`src/design/drs_pkg.sv`:
```
// Shared constants, command and status types and arithmetic helpers of the decimal sorter.
package drs_pkg;

  // Widths of the key and index fields, and the depth of the stores.
  localparam int IdxW     = 6;
  localparam int MaxItems = 1 << IdxW;
  localparam int CntW     = IdxW + 1;
  localparam int KeyW     = 16;
  localparam int DigW     = 4;
  localparam int Radix    = 10;

  // Reciprocal of ten, exact for every 16-bit dividend.
  localparam logic [KeyW-1:0] RecipTen   = 16'hCCCD;
  localparam int              RecipShift = 19;

  // Work phase that the controller hands to the datapath.
  typedef enum logic [2:0] {
    PH_LOAD,
    PH_HOLD,
    PH_SWEEP,
    PH_COUNT,
    PH_PREFIX,
    PH_SCATTER,
    PH_EMIT
  } phase_e;

  typedef struct packed {
    phase_e phase;
    logic   start;
    logic   next_pass;
    logic   finish;
  } drs_cmd_t;

  typedef struct packed {
    logic sort_req;
    logic walk_done;
    logic rest_zero;
  } drs_status_t;

  // Quotient of a key divided by ten, by multiplication with the reciprocal.
  function automatic logic [KeyW-1:0] div_ten(input logic [KeyW-1:0] v);
    logic [2*KeyW-1:0] prod;
    prod = {{KeyW{1'b0}}, v} * {{KeyW{1'b0}}, RecipTen};
    return {{(RecipShift-KeyW){1'b0}}, prod[2*KeyW-1:RecipShift]};
  endfunction

  // Lowest decimal digit of a value, given its quotient by ten.
  function automatic logic [DigW-1:0] low_digit(input logic [KeyW-1:0] v,
                                                input logic [KeyW-1:0] q);
    logic [KeyW-1:0] rem;
    rem = v - ((q << 3) + (q << 1));
    return rem[DigW-1:0];
  endfunction

endpackage

```
`src/design/drs_ctrl.sv`:
```
// Controller state machine that sequences loading, the digit passes and emission.
module drs_ctrl import drs_pkg::*; (
  input  logic        clk_i,
  input  logic        rst_ni,
  input  drs_status_t status_i,
  output drs_cmd_t    cmd_o
);

  typedef enum logic [3:0] {
    S_LOAD,
    S_CHECK,
    S_SWEEP,
    S_COUNT,
    S_PREFIX,
    S_SCATTER,
    S_NEXT,
    S_EMIT,
    S_DONE
  } state_e;

  state_e   state_q;
  drs_cmd_t cmd_q;
  logic     done;

  // A walk counts as finished only once its start pulse has gone by.
  assign done  = status_i.walk_done && !cmd_q.start;
  assign cmd_o = cmd_q;

  // State and registered command outputs.
  always_ff @(posedge clk_i or negedge rst_ni) begin
    if (!rst_ni) begin
      state_q         <= S_LOAD;
      cmd_q.phase     <= PH_LOAD;
      cmd_q.start     <= 1'b0;
      cmd_q.next_pass <= 1'b0;
      cmd_q.finish    <= 1'b0;
    end else begin
      cmd_q.start     <= 1'b0;
      cmd_q.next_pass <= 1'b0;
      cmd_q.finish    <= 1'b0;
      case (state_q)
        S_LOAD: begin
          if (status_i.sort_req) begin
            state_q     <= S_CHECK;
            cmd_q.phase <= PH_HOLD;
          end
        end
        S_CHECK: begin
          cmd_q.start <= 1'b1;
          if (status_i.rest_zero) begin
            state_q     <= S_EMIT;
            cmd_q.phase <= PH_EMIT;
          end else begin
            state_q     <= S_SWEEP;
            cmd_q.phase <= PH_SWEEP;
          end
        end
        S_SWEEP: begin
          if (done) begin
            state_q     <= S_COUNT;
            cmd_q.phase <= PH_COUNT;
            cmd_q.start <= 1'b1;
          end
        end
        S_COUNT: begin
          if (done) begin
            state_q     <= S_PREFIX;
            cmd_q.phase <= PH_PREFIX;
            cmd_q.start <= 1'b1;
          end
        end
        S_PREFIX: begin
          if (done) begin
            state_q     <= S_SCATTER;
            cmd_q.phase <= PH_SCATTER;
            cmd_q.start <= 1'b1;
          end
        end
        S_SCATTER: begin
          if (done) begin
            state_q         <= S_NEXT;
            cmd_q.phase     <= PH_HOLD;
            cmd_q.next_pass <= 1'b1;
          end
        end
        S_NEXT: begin
          state_q <= S_CHECK;
        end
        S_EMIT: begin
          if (done) begin
            state_q      <= S_DONE;
            cmd_q.phase  <= PH_HOLD;
            cmd_q.finish <= 1'b1;
          end
        end
        S_DONE: begin
          state_q     <= S_LOAD;
          cmd_q.phase <= PH_LOAD;
        end
        default: begin
          state_q     <= S_LOAD;
          cmd_q.phase <= PH_LOAD;
        end
      endcase
    end
  end

endmodule

```
`src/design/drs_datapath.sv`:
```
// Datapath of the decimal sorter: stores, digit counters, walk pipelines and output register.
module drs_datapath import drs_pkg::*; (
  input  logic            clk_i,
  input  logic            rst_ni,
  input  drs_cmd_t        cmd_i,
  output drs_status_t     status_o,
  input  logic            cfg_we_i,
  input  logic            use_given_order_i,
  input  logic            in_valid_i,
  output logic            in_stall_o,
  input  logic [KeyW-1:0] key_i,
  input  logic [IdxW-1:0] start_index_i,
  input  logic            last_item_i,
  output logic            out_valid_o,
  input  logic            out_stall_i,
  output logic [IdxW-1:0] sorted_index_o,
  output logic            last_result_o
);

  // Stores.
  logic [KeyW-1:0] key_mem  [MaxItems];
  logic [KeyW-1:0] work_mem [MaxItems];
  logic [DigW-1:0] dig_mem  [MaxItems];
  logic [IdxW-1:0] ord_a_mem[MaxItems];
  logic [IdxW-1:0] ord_b_mem[MaxItems];

  logic [KeyW-1:0] key_rd_q, work_rd_q;
  logic [DigW-1:0] dig_rd_q;
  logic [IdxW-1:0] ord_a_rd_q, ord_b_rd_q;

  // Control registers.
  logic            use_given_q;
  logic [CntW-1:0] count_q;
  logic [KeyW-1:0] largest_q;
  logic            src_b_q;
  logic            first_pass_q;
  logic [CntW-1:0] idx_q;
  logic [CntW-1:0] acc_q;
  logic [CntW-1:0] cnt_q[Radix];

  // Walk pipeline flags and carried payload.
  logic            s1_v_q;
  logic [IdxW-1:0] s1_addr_q;
  logic            a_v_q;
  logic            b_v_q;
  logic [IdxW-1:0] b_ent_q;
  logic            pend_q, pend_last_q;
  logic            out_v_q;
  logic [IdxW-1:0] out_idx_q;
  logic            out_last_q;

  logic            in_acc, room, load_wr;
  logic            ph_sweep, ph_count, ph_prefix, ph_scatter, ph_emit;
  logic [CntW-1:0] walk_len;
  logic            at_end, step, load_out, emit_issue;
  logic            ord_rd_en;
  logic [CntW-1:0] rev_idx;
  logic [IdxW-1:0] ord_rd_addr, ord_rd_sel;
  logic [KeyW-1:0] sw_val, sw_quot;
  logic [DigW-1:0] sw_dig;
  logic            d_ok, sc_wr;
  logic [CntW-1:0] cur_cnt, slot;
  logic            ord_a_we, ord_b_we;
  logic [IdxW-1:0] ord_a_waddr, ord_a_wdata;

  assign ph_sweep   = cmd_i.phase == PH_SWEEP;
  assign ph_count   = cmd_i.phase == PH_COUNT;
  assign ph_prefix  = cmd_i.phase == PH_PREFIX;
  assign ph_scatter = cmd_i.phase == PH_SCATTER;
  assign ph_emit    = cmd_i.phase == PH_EMIT;

  // Input requests are taken only while the block is loading.
  assign in_stall_o = cmd_i.phase != PH_LOAD;
  assign in_acc     = in_valid_i && !in_stall_o;
  assign room       = count_q != CntW'(MaxItems);
  assign load_wr    = in_acc && room;

  // Length of the current walk and the issue conditions.
  always_comb begin
    case (cmd_i.phase)
      PH_SWEEP:  walk_len = CntW'(MaxItems);
      PH_PREFIX: walk_len = CntW'(Radix);
      default:   walk_len = count_q;
    endcase
  end

  assign at_end     = idx_q == walk_len;
  assign step       = !cmd_i.start && !at_end && (ph_sweep || ph_count || ph_prefix || ph_scatter);
  assign load_out   = pend_q && (!out_v_q || !out_stall_i);
  assign emit_issue = ph_emit && !cmd_i.start && !at_end && (!pend_q || load_out);

  // Status back to the controller.
  always_comb begin
    status_o.sort_req  = in_acc && last_item_i;
    status_o.rest_zero = largest_q == '0;
    case (cmd_i.phase)
      PH_SWEEP:   status_o.walk_done = at_end && !s1_v_q;
      PH_COUNT:   status_o.walk_done = at_end && !a_v_q && !b_v_q;
      PH_SCATTER: status_o.walk_done = at_end && !a_v_q && !b_v_q;
      PH_PREFIX:  status_o.walk_done = at_end;
      PH_EMIT:    status_o.walk_done = at_end && !pend_q;
      default:    status_o.walk_done = 1'b0;
    endcase
  end

  // Order store read: backward during the scatter walk, forward otherwise.
  assign rev_idx     = count_q - idx_q - CntW'(1);
  assign ord_rd_en   = (step && (ph_count || ph_scatter)) || emit_issue;
  assign ord_rd_addr = ph_scatter ? rev_idx[IdxW-1:0] : idx_q[IdxW-1:0];
  assign ord_rd_sel  = src_b_q ? ord_b_rd_q : ord_a_rd_q;

  // Digit sweep: split each value into its lowest digit and the rest.
  assign sw_val  = first_pass_q ? key_rd_q : work_rd_q;
  assign sw_quot = div_ten(sw_val);
  assign sw_dig  = low_digit(sw_val, sw_quot);

  // Counter lookup for the digit of the entry at the end of the pipeline.
  assign d_ok    = dig_rd_q < DigW'(Radix);
  assign cur_cnt = d_ok ? cnt_q[dig_rd_q] : '0;
  assign slot    = cur_cnt - CntW'(1);
  assign sc_wr   = ph_scatter && b_v_q && d_ok;

  // Order store writes: loading fills store A, the scatter fills the other store.
  assign ord_a_we    = load_wr || (sc_wr && src_b_q);
  assign ord_b_we    = sc_wr && !src_b_q;
  assign ord_a_waddr = load_wr ? count_q[IdxW-1:0] : slot[IdxW-1:0];
  assign ord_a_wdata = load_wr ? (use_given_q ? start_index_i : count_q[IdxW-1:0]) : b_ent_q;

  // Key store.
  always_ff @(posedge clk_i) begin
    if (load_wr) begin
      key_mem[count_q[IdxW-1:0]] <= key_i;
    end
    if (step && ph_sweep) begin
      key_rd_q <= key_mem[idx_q[IdxW-1:0]];
    end
  end

  // Working quotient store.
  always_ff @(posedge clk_i) begin
    if (s1_v_q) begin
      work_mem[s1_addr_q] <= sw_quot;
    end
    if (step && ph_sweep) begin
      work_rd_q <= work_mem[idx_q[IdxW-1:0]];
    end
  end

  // Digit store for the current pass.
  always_ff @(posedge clk_i) begin
    if (s1_v_q) begin
      dig_mem[s1_addr_q] <= sw_dig;
    end
    if (a_v_q) begin
      dig_rd_q <= dig_mem[ord_rd_sel];
    end
  end

  // Order store A.
  always_ff @(posedge clk_i) begin
    if (ord_a_we) begin
      ord_a_mem[ord_a_waddr] <= ord_a_wdata;
    end
    if (ord_rd_en) begin
      ord_a_rd_q <= ord_a_mem[ord_rd_addr];
    end
  end

  // Order store B.
  always_ff @(posedge clk_i) begin
    if (ord_b_we) begin
      ord_b_mem[slot[IdxW-1:0]] <= b_ent_q;
    end
    if (ord_rd_en) begin
      ord_b_rd_q <= ord_b_mem[ord_rd_addr];
    end
  end

  // Set bookkeeping: configuration, fill count, largest key and store roles.
  always_ff @(posedge clk_i or negedge rst_ni) begin
    if (!rst_ni) begin
      use_given_q  <= 1'b0;
      count_q      <= '0;
      largest_q    <= '0;
      src_b_q      <= 1'b0;
      first_pass_q <= 1'b1;
    end else begin
      if (cfg_we_i) begin
        use_given_q <= use_given_order_i;
      end
      if (cmd_i.finish) begin
        count_q      <= '0;
        largest_q    <= '0;
        src_b_q      <= 1'b0;
        first_pass_q <= 1'b1;
      end else if (cmd_i.next_pass) begin
        largest_q    <= div_ten(largest_q);
        src_b_q      <= !src_b_q;
        first_pass_q <= 1'b0;
      end else if (load_wr) begin
        count_q <= count_q + CntW'(1);
        if (key_i > largest_q) begin
          largest_q <= key_i;
        end
      end
    end
  end

  // Walk index and pipeline valid flags.
  always_ff @(posedge clk_i or negedge rst_ni) begin
    if (!rst_ni) begin
      idx_q  <= '0;
      s1_v_q <= 1'b0;
      a_v_q  <= 1'b0;
      b_v_q  <= 1'b0;
      pend_q <= 1'b0;
    end else if (cmd_i.start) begin
      idx_q  <= '0;
      s1_v_q <= 1'b0;
      a_v_q  <= 1'b0;
      b_v_q  <= 1'b0;
      pend_q <= 1'b0;
    end else begin
      if (step || emit_issue) begin
        idx_q <= idx_q + CntW'(1);
      end
      s1_v_q <= step && ph_sweep;
      a_v_q  <= step && (ph_count || ph_scatter);
      b_v_q  <= a_v_q;
      if (emit_issue) begin
        pend_q <= 1'b1;
      end else if (load_out) begin
        pend_q <= 1'b0;
      end
    end
  end

  // Payload carried along the walk pipelines; the final entry has no entries after it.
  always_ff @(posedge clk_i) begin
    s1_addr_q <= idx_q[IdxW-1:0];
    if (a_v_q) begin
      b_ent_q <= ord_rd_sel;
    end
    if (emit_issue) begin
      pend_last_q <= rev_idx == '0;
    end
  end

  // Digit counters: clear, count, prefix sum and scatter decrement.
  always_ff @(posedge clk_i or negedge rst_ni) begin
    if (!rst_ni) begin
      acc_q <= '0;
      for (int i = 0; i < Radix; i++) begin
        cnt_q[i] <= '0;
      end
    end else begin
      if (cmd_i.start && ph_count) begin
        for (int i = 0; i < Radix; i++) begin
          cnt_q[i] <= '0;
        end
      end else if (cmd_i.start && ph_prefix) begin
        acc_q <= '0;
      end else if (step && ph_prefix) begin
        cnt_q[idx_q[DigW-1:0]] <= cnt_q[idx_q[DigW-1:0]] + acc_q;
        acc_q                  <= cnt_q[idx_q[DigW-1:0]] + acc_q;
      end else if (ph_count && b_v_q && d_ok) begin
        cnt_q[dig_rd_q] <= cur_cnt + CntW'(1);
      end else if (sc_wr) begin
        cnt_q[dig_rd_q] <= slot;
      end
    end
  end

  // Output register: holds a result until the receiver takes it.
  always_ff @(posedge clk_i or negedge rst_ni) begin
    if (!rst_ni) begin
      out_v_q <= 1'b0;
    end else if (load_out) begin
      out_v_q <= 1'b1;
    end else if (!out_stall_i) begin
      out_v_q <= 1'b0;
    end
  end

  always_ff @(posedge clk_i) begin
    if (load_out) begin
      out_idx_q  <= ord_rd_sel;
      out_last_q <= pend_last_q;
    end
  end

  assign out_valid_o    = out_v_q;
  assign sorted_index_o = out_idx_q;
  assign last_result_o  = out_last_q;

endmodule

```
`src/design/decimal_radix_index_sorter_top.sv`:
```
// Top level of the decimal radix index sorter: controller, datapath and checks.
//
// Usage: keys arrive on the input channel (in_valid_i / in_stall_o), one request
// per key, each with a starting index and a last-item flag. Up to 64 keys are
// stored; further keys of the same set are dropped. The request marked last
// starts the sort, and the input stalls until the whole permutation is issued.
// The sort runs one pass per decimal digit of the largest key. A pass for n
// keys is a 64-entry digit sweep over the key store, a counting walk and a
// backward scatter walk over the n order entries, and a ten-step prefix sum,
// all limited by one read port per store. Results leave on the output channel
// (out_valid_o / out_stall_i), one index per key with the final one flagged,
// at up to one per cycle from an output register; a stall from the receiver
// holds that register and pauses the read-out. If every key is zero the
// starting order is sent as it is.
// use_given_order_i, written with cfg_we_i while idle, selects the starting
// indices from the requests rather than the arrival position.
// Reset empties the set, clears the counters and the output register.
module decimal_radix_index_sorter_top import drs_pkg::*; (
  input  logic            clk_i,
  input  logic            rst_ni,
  input  logic            cfg_we_i,
  input  logic            use_given_order_i,
  input  logic            in_valid_i,
  output logic            in_stall_o,
  input  logic [KeyW-1:0] key_i,
  input  logic [IdxW-1:0] start_index_i,
  input  logic            last_item_i,
  output logic            out_valid_o,
  input  logic            out_stall_i,
  output logic [IdxW-1:0] sorted_index_o,
  output logic            last_result_o
);

  drs_cmd_t    cmd;
  drs_status_t status;

  // Sequencer.
  drs_ctrl u_ctrl (
    .clk_i    (clk_i),
    .rst_ni   (rst_ni),
    .status_i (status),
    .cmd_o    (cmd)
  );

  // Stores and arithmetic.
  drs_datapath u_datapath (
    .clk_i             (clk_i),
    .rst_ni            (rst_ni),
    .cmd_i             (cmd),
    .status_o          (status),
    .cfg_we_i          (cfg_we_i),
    .use_given_order_i (use_given_order_i),
    .in_valid_i        (in_valid_i),
    .in_stall_o        (in_stall_o),
    .key_i             (key_i),
    .start_index_i     (start_index_i),
    .last_item_i       (last_item_i),
    .out_valid_o       (out_valid_o),
    .out_stall_i       (out_stall_i),
    .sorted_index_o    (sorted_index_o),
    .last_result_o     (last_result_o)
  );

  // The last request of a set closes the input for the sort.
  assert property (@(posedge clk_i) disable iff (!rst_ni)
    (in_valid_i && !in_stall_o && last_item_i) |=> in_stall_o)
    else $error("input accepted straight after the last request of a set");

  // A further pass is only ordered while digits remain.
  assert property (@(posedge clk_i) disable iff (!rst_ni)
    cmd.next_pass |-> !status.rest_zero)
    else $error("pass advanced with no digits left");

  // New results appear only while loading is shut.
  assert property (@(posedge clk_i) disable iff (!rst_ni)
    $rose(out_valid_o) |-> in_stall_o)
    else $error("result presented while the input was open");

  // Controller pulses never coincide.
  assert property (@(posedge clk_i) disable iff (!rst_ni)
    $onehot0({cmd.start, cmd.next_pass, cmd.finish}))
    else $error("overlapping controller pulses");

endmodule

```
`config.mk`:
```
export PLATFORM = sky130hd
export DESIGN_NAME = decimal_radix_index_sorter_top
export DESIGN_NICKNAME = d
export VERILOG_FILES = /design/src/design/drs_pkg.sv /design/src/design/drs_ctrl.sv /design/src/design/drs_datapath.sv /design/src/design/decimal_radix_index_sorter_top.sv
export SDC_FILE = /design/constraint.sdc
export NUM_CORES = 2
export LEC_CHECK = 0
export BUFFER_PORTS_ARGS = -buffer_cell sky130_fd_sc_hd__buf_2
export CORE_ASPECT_RATIO = 0.8
export CORE_MARGIN = 3
export CORE_UTILIZATION = 35
export CTS_CLUSTER_SIZE = 28
export DETAILED_ROUTE_END_ITERATION = 7
export GPL_TIMING_DRIVEN = 0
export PLACE_DENSITY = 0.45
export SYNTH_ARGS = -nofsm -noshare
export SYNTH_HDL_FRONTEND = slang
export SYNTH_SLANG_ARGS = --single-unit
```
`constraint.sdc`:
```
create_clock -name clk_i -period 22.2 [get_ports clk_i]
set_clock_uncertainty 0.1 [all_clocks]
set_input_delay 3.33 -clock clk_i [delete_from_list [all_inputs] [get_ports clk_i]]
set_output_delay 3.33 -clock clk_i [all_outputs]
set_load 0.01 [all_outputs]
```
==> out/results.txt <==
Status: finished with violations
Failing checks: max-capacitance violations, max-slew violations
Worst reg2reg path depth: 24
Min-Delay Path Class: reg -> reg
CTS tree: done
Antenna Nets Post-Route: 0
GRT overflow: 0
MaxCap Viol Count: 4
Number of global-route vias before repair: 75400
Critical R2R Launch: u_datapath.first_pass_q
Die Y: 554 um
Syn Inst Count: 7840
Lkg Pwr: 48.2 nW
Hold Crit Depth: 0
RD Place Congestion: 0.871
Vias: 75500
Fillers: 33600
Top_reg_cell synth: edfxtp_1
Warnings from Yosys: 0
RSZ-0062 raised after global routing: no
Req. time, crit path: 22.75 ns
Worst R2R End: u_datapath.dig_mem[34][3]
Critical path data arrival time: 11.66 ns
Synthesized flop and latch total: 3059
Setup slack after layout: 11.09 ns
Io pins: 38
Area of the core: 0.373 mm2
Detailed-router iteration count before antenna repair: 6
Htree depth: 5
Maximum operating frequency: 0.0900 GHz
R2R Setup Slk: 11.09 ns
DRT Wirelength: 433 mm
Worst skew pair latency: 0.95 ns
Commonest non-fill, non-tap cell in the layout: edfxtp_1
Crit path kind: reg -> reg
Fin crit period: 11.11 ns
Power Density: 76.4 mW/mm2
Most frequent cells in the layout: 2939 x edfxtp_1, 837 x nand2_1, 554 x mux4_2, 352 x clkbuf_1, 332 x clkbuf_16
Root Driver: clkbuf_16
Placed insts: 13000
DR vias/cell: 5.55
Power Total: 0.0116 W
Synthesized area per cell: 16.8 um2
DR DRC count: 0
Slew Limit Fails: 31
Share of post-route cells with drive strength above 1: 18.3%
Setup crit end kind: flop
Aggregate global-route resource usage: 22.2%
Cts hold-fix bufs: 0
CP Max Fanout: 46
Initial Util: 35.3%
IO buf count: 37
Post-Route Utilization: 40.8%
Sink Count: 3059
DRT iter0 DRCs: 8852
Die area: 0.383 mm2
Post-synthesis sequential area ratio: 69.4%
Synth unique cells: 102
Min-delay src: u_datapath.idx_q[3]
Setup Buffers After CTS: 0
Final critical-path share of the clock period: 50.0%
Net Count, Synth: 8337
EDFF count, synth: 2939
FP Rows: 200
Initial antenna violation count: 28
Pre-CTS setup slack: 11.02 ns
Mapped cell area: 0.131 mm2
Post-CTS Resized: 0
Final std cells w/o fill: 13600
Largest net degree at the start of global routing: 67
Post-synth ARST share: 3.73%
Bufs on Longest Clock Path: 4
Die width: 691 um
Fin. Hold Viols: 0
Hold path endpoint: u_datapath.s1_addr_q[3]
Area Overhead vs Synth: 15.6%
Worst-Margin Slew: 1.55 ns
First-pass GRT wire length: 600 mm
Fin Setup TNS: 0 ns
Peak VDD IR: 0.0622 mV
Mean routed wirelength per cell: 31.8 um
CTS Buf Count: 329
Critical Path Source Type: flop
DPL Wire Length: 308 mm
Clock slew at reported path FFs: 0.06 ns
Final #Nets: 8877
Max-slew headroom: -3.41%
Setup violations, final: 0
per-stage QoR:
step	hold WS (ns)	cell area, um2
2_1_floorplan	0.242	131000
3_3_place_gp	0.255	138000
3_5_place_dp	0.266	142000
4_1_cts	0.287	152000
5_1_grt	0.294	152000
6_report	0.283	152000
sequential cells by signal, summed over array words and instances, names as in the netlist, 16 cells and up:
name and count:
u_datapath.work_mem 832, u_datapath.key_mem 1024, u_datapath.cnt_q 60, u_datapath.largest_q 16, u_datapath.ord_b_mem 384, u_datapath.ord_a_mem 384
u_datapath.key_rd_q 16, u_datapath.dig_mem 256
critical path, stage by stage (launching register included):
cell	delay, ns
dfstp_2	0.52
clkbuf_1	0.88
buf_1	1.07
mux2i_1	1.05
inv_1	0.31
ha_1	0.54
inv_1	0.09
fa_1	0.48
inv_1	0.05
fa_1	0.51
fa_1	0.46
fa_1	0.55
inv_1	0.06
fa_1	0.51
inv_1	0.05
ha_1	0.28
a21o_1	0.18
a21oi_1	0.34
nand3b_1	0.17
o21ai_0	0.37
nor2b_1	0.17
o21a_1	0.25
nor2_4	0.67
xnor3_2	0.80
buf_12	0.28
layout make-up:
type                       instances  area, um2  share of cell area [%]
sequential                      3059      91200                    60.0
multi-input combinational       4023      37900                    24.9
clock buffer                     426       8700                    5.72
tap                             4949       6190                    4.07
timing repair buffer             209       3380                    2.22
buffer                           453       2000                    1.31
clock inverter                   167       1450                   0.955
inverter                         305       1140                   0.753
antenna                           10       25.0                  0.0165
power by group:
group	switching [W]	internal, W	total [W]
combinational	0.0000464	0.00000642	0.0000528
sequential	0.0000000348	0.00626	0.00626
clock	0.00234	0.00295	0.00530
total	0.00239	0.00922	0.0116
cell usage after synthesis (7+ instances only):
library cell	n	area (um2)
edfxtp_1	2939	88300
nand2_1	837	3140
mux4_2	554	12500
nor2_1	343	1290
ha_1	305	3820
inv_1	300	1130
a211oi_1	278	2090
clkbuf_1	276	1040
and2_1	196	1230
nand3_1	169	846
fa_1	163	3260
a31oi_1	149	932
mux2i_1	146	1460
a311oi_1	136	1190
a21oi_1	134	671
dfrtp_1	113	2830
buf_2	94	470
o21ai_0	82	410
buf_1	64	240
o221ai_1	60	526
o21a_1	59	443
xnor2_1	47	412
o22ai_1	40	250
and3_1	24	150
mux2_2	23	259
a21o_1	22	165
xor2_1	19	166
nand2b_1	18	113
nor2b_1	17	106
nor3_1	17	85.1
nand4_1	14	87.6
a211o_1	13	114
o21ai_1	11	55.1
or3_1	10	62.6
a211oi_2	9	113
o22a_1	8	70.1
buf_4	7	52.6
o21bai_1	7	52.6
or2_2	7	43.8
per-layer routing:
metal	GRT usage (%)	share of wire [%]	wire, um
met1	34.0	47	203000
met2	33.0	44	189000
met3	4.18	7.6	32800
met4	4.29	1.9	8110
met5	0	0	0
worst max path at each step:
stage	startpoint	endpoint	slack, ns
after global routing	u_datapath.first_pass_q	u_datapath.dig_mem[50][3]	10.83
after global placement	u_datapath.first_pass_q	u_datapath.dig_mem[38][2]	3.51
after CTS	u_datapath.first_pass_q	u_datapath.dig_mem[9][3]	11.01
final	u_datapath.first_pass_q	u_datapath.dig_mem[34][3]	11.09
after detailed placement	u_datapath.first_pass_q	u_datapath.dig_mem[38][3]	11.02
after floorplan	u_datapath.first_pass_q	u_datapath.dig_mem[0][2]	11.74
logic make-up (layout without fill, tap and decap cells):
| family | count (synthesis) | in the layout | synth area share (%) |
|---|---|---|---|
| AOI/OAI and AO/OA | 1071 | 1071 | 5.88 |
| and+or+nand+nor | 1691 | 1691 | 5.68 |
| muxes | 725 | 725 | 10.8 |
| DFF | 3059 | 3059 | 69.4 |
| other | 0 | 10 | 0 |
| buffers and inverters | 758 | 1560 | 2.36 |
| xor gates and xnor gates | 68 | 68 | 0.469 |
| adders and majority gates | 468 | 468 | 5.38 |
(Power assumes the default switching activity.)
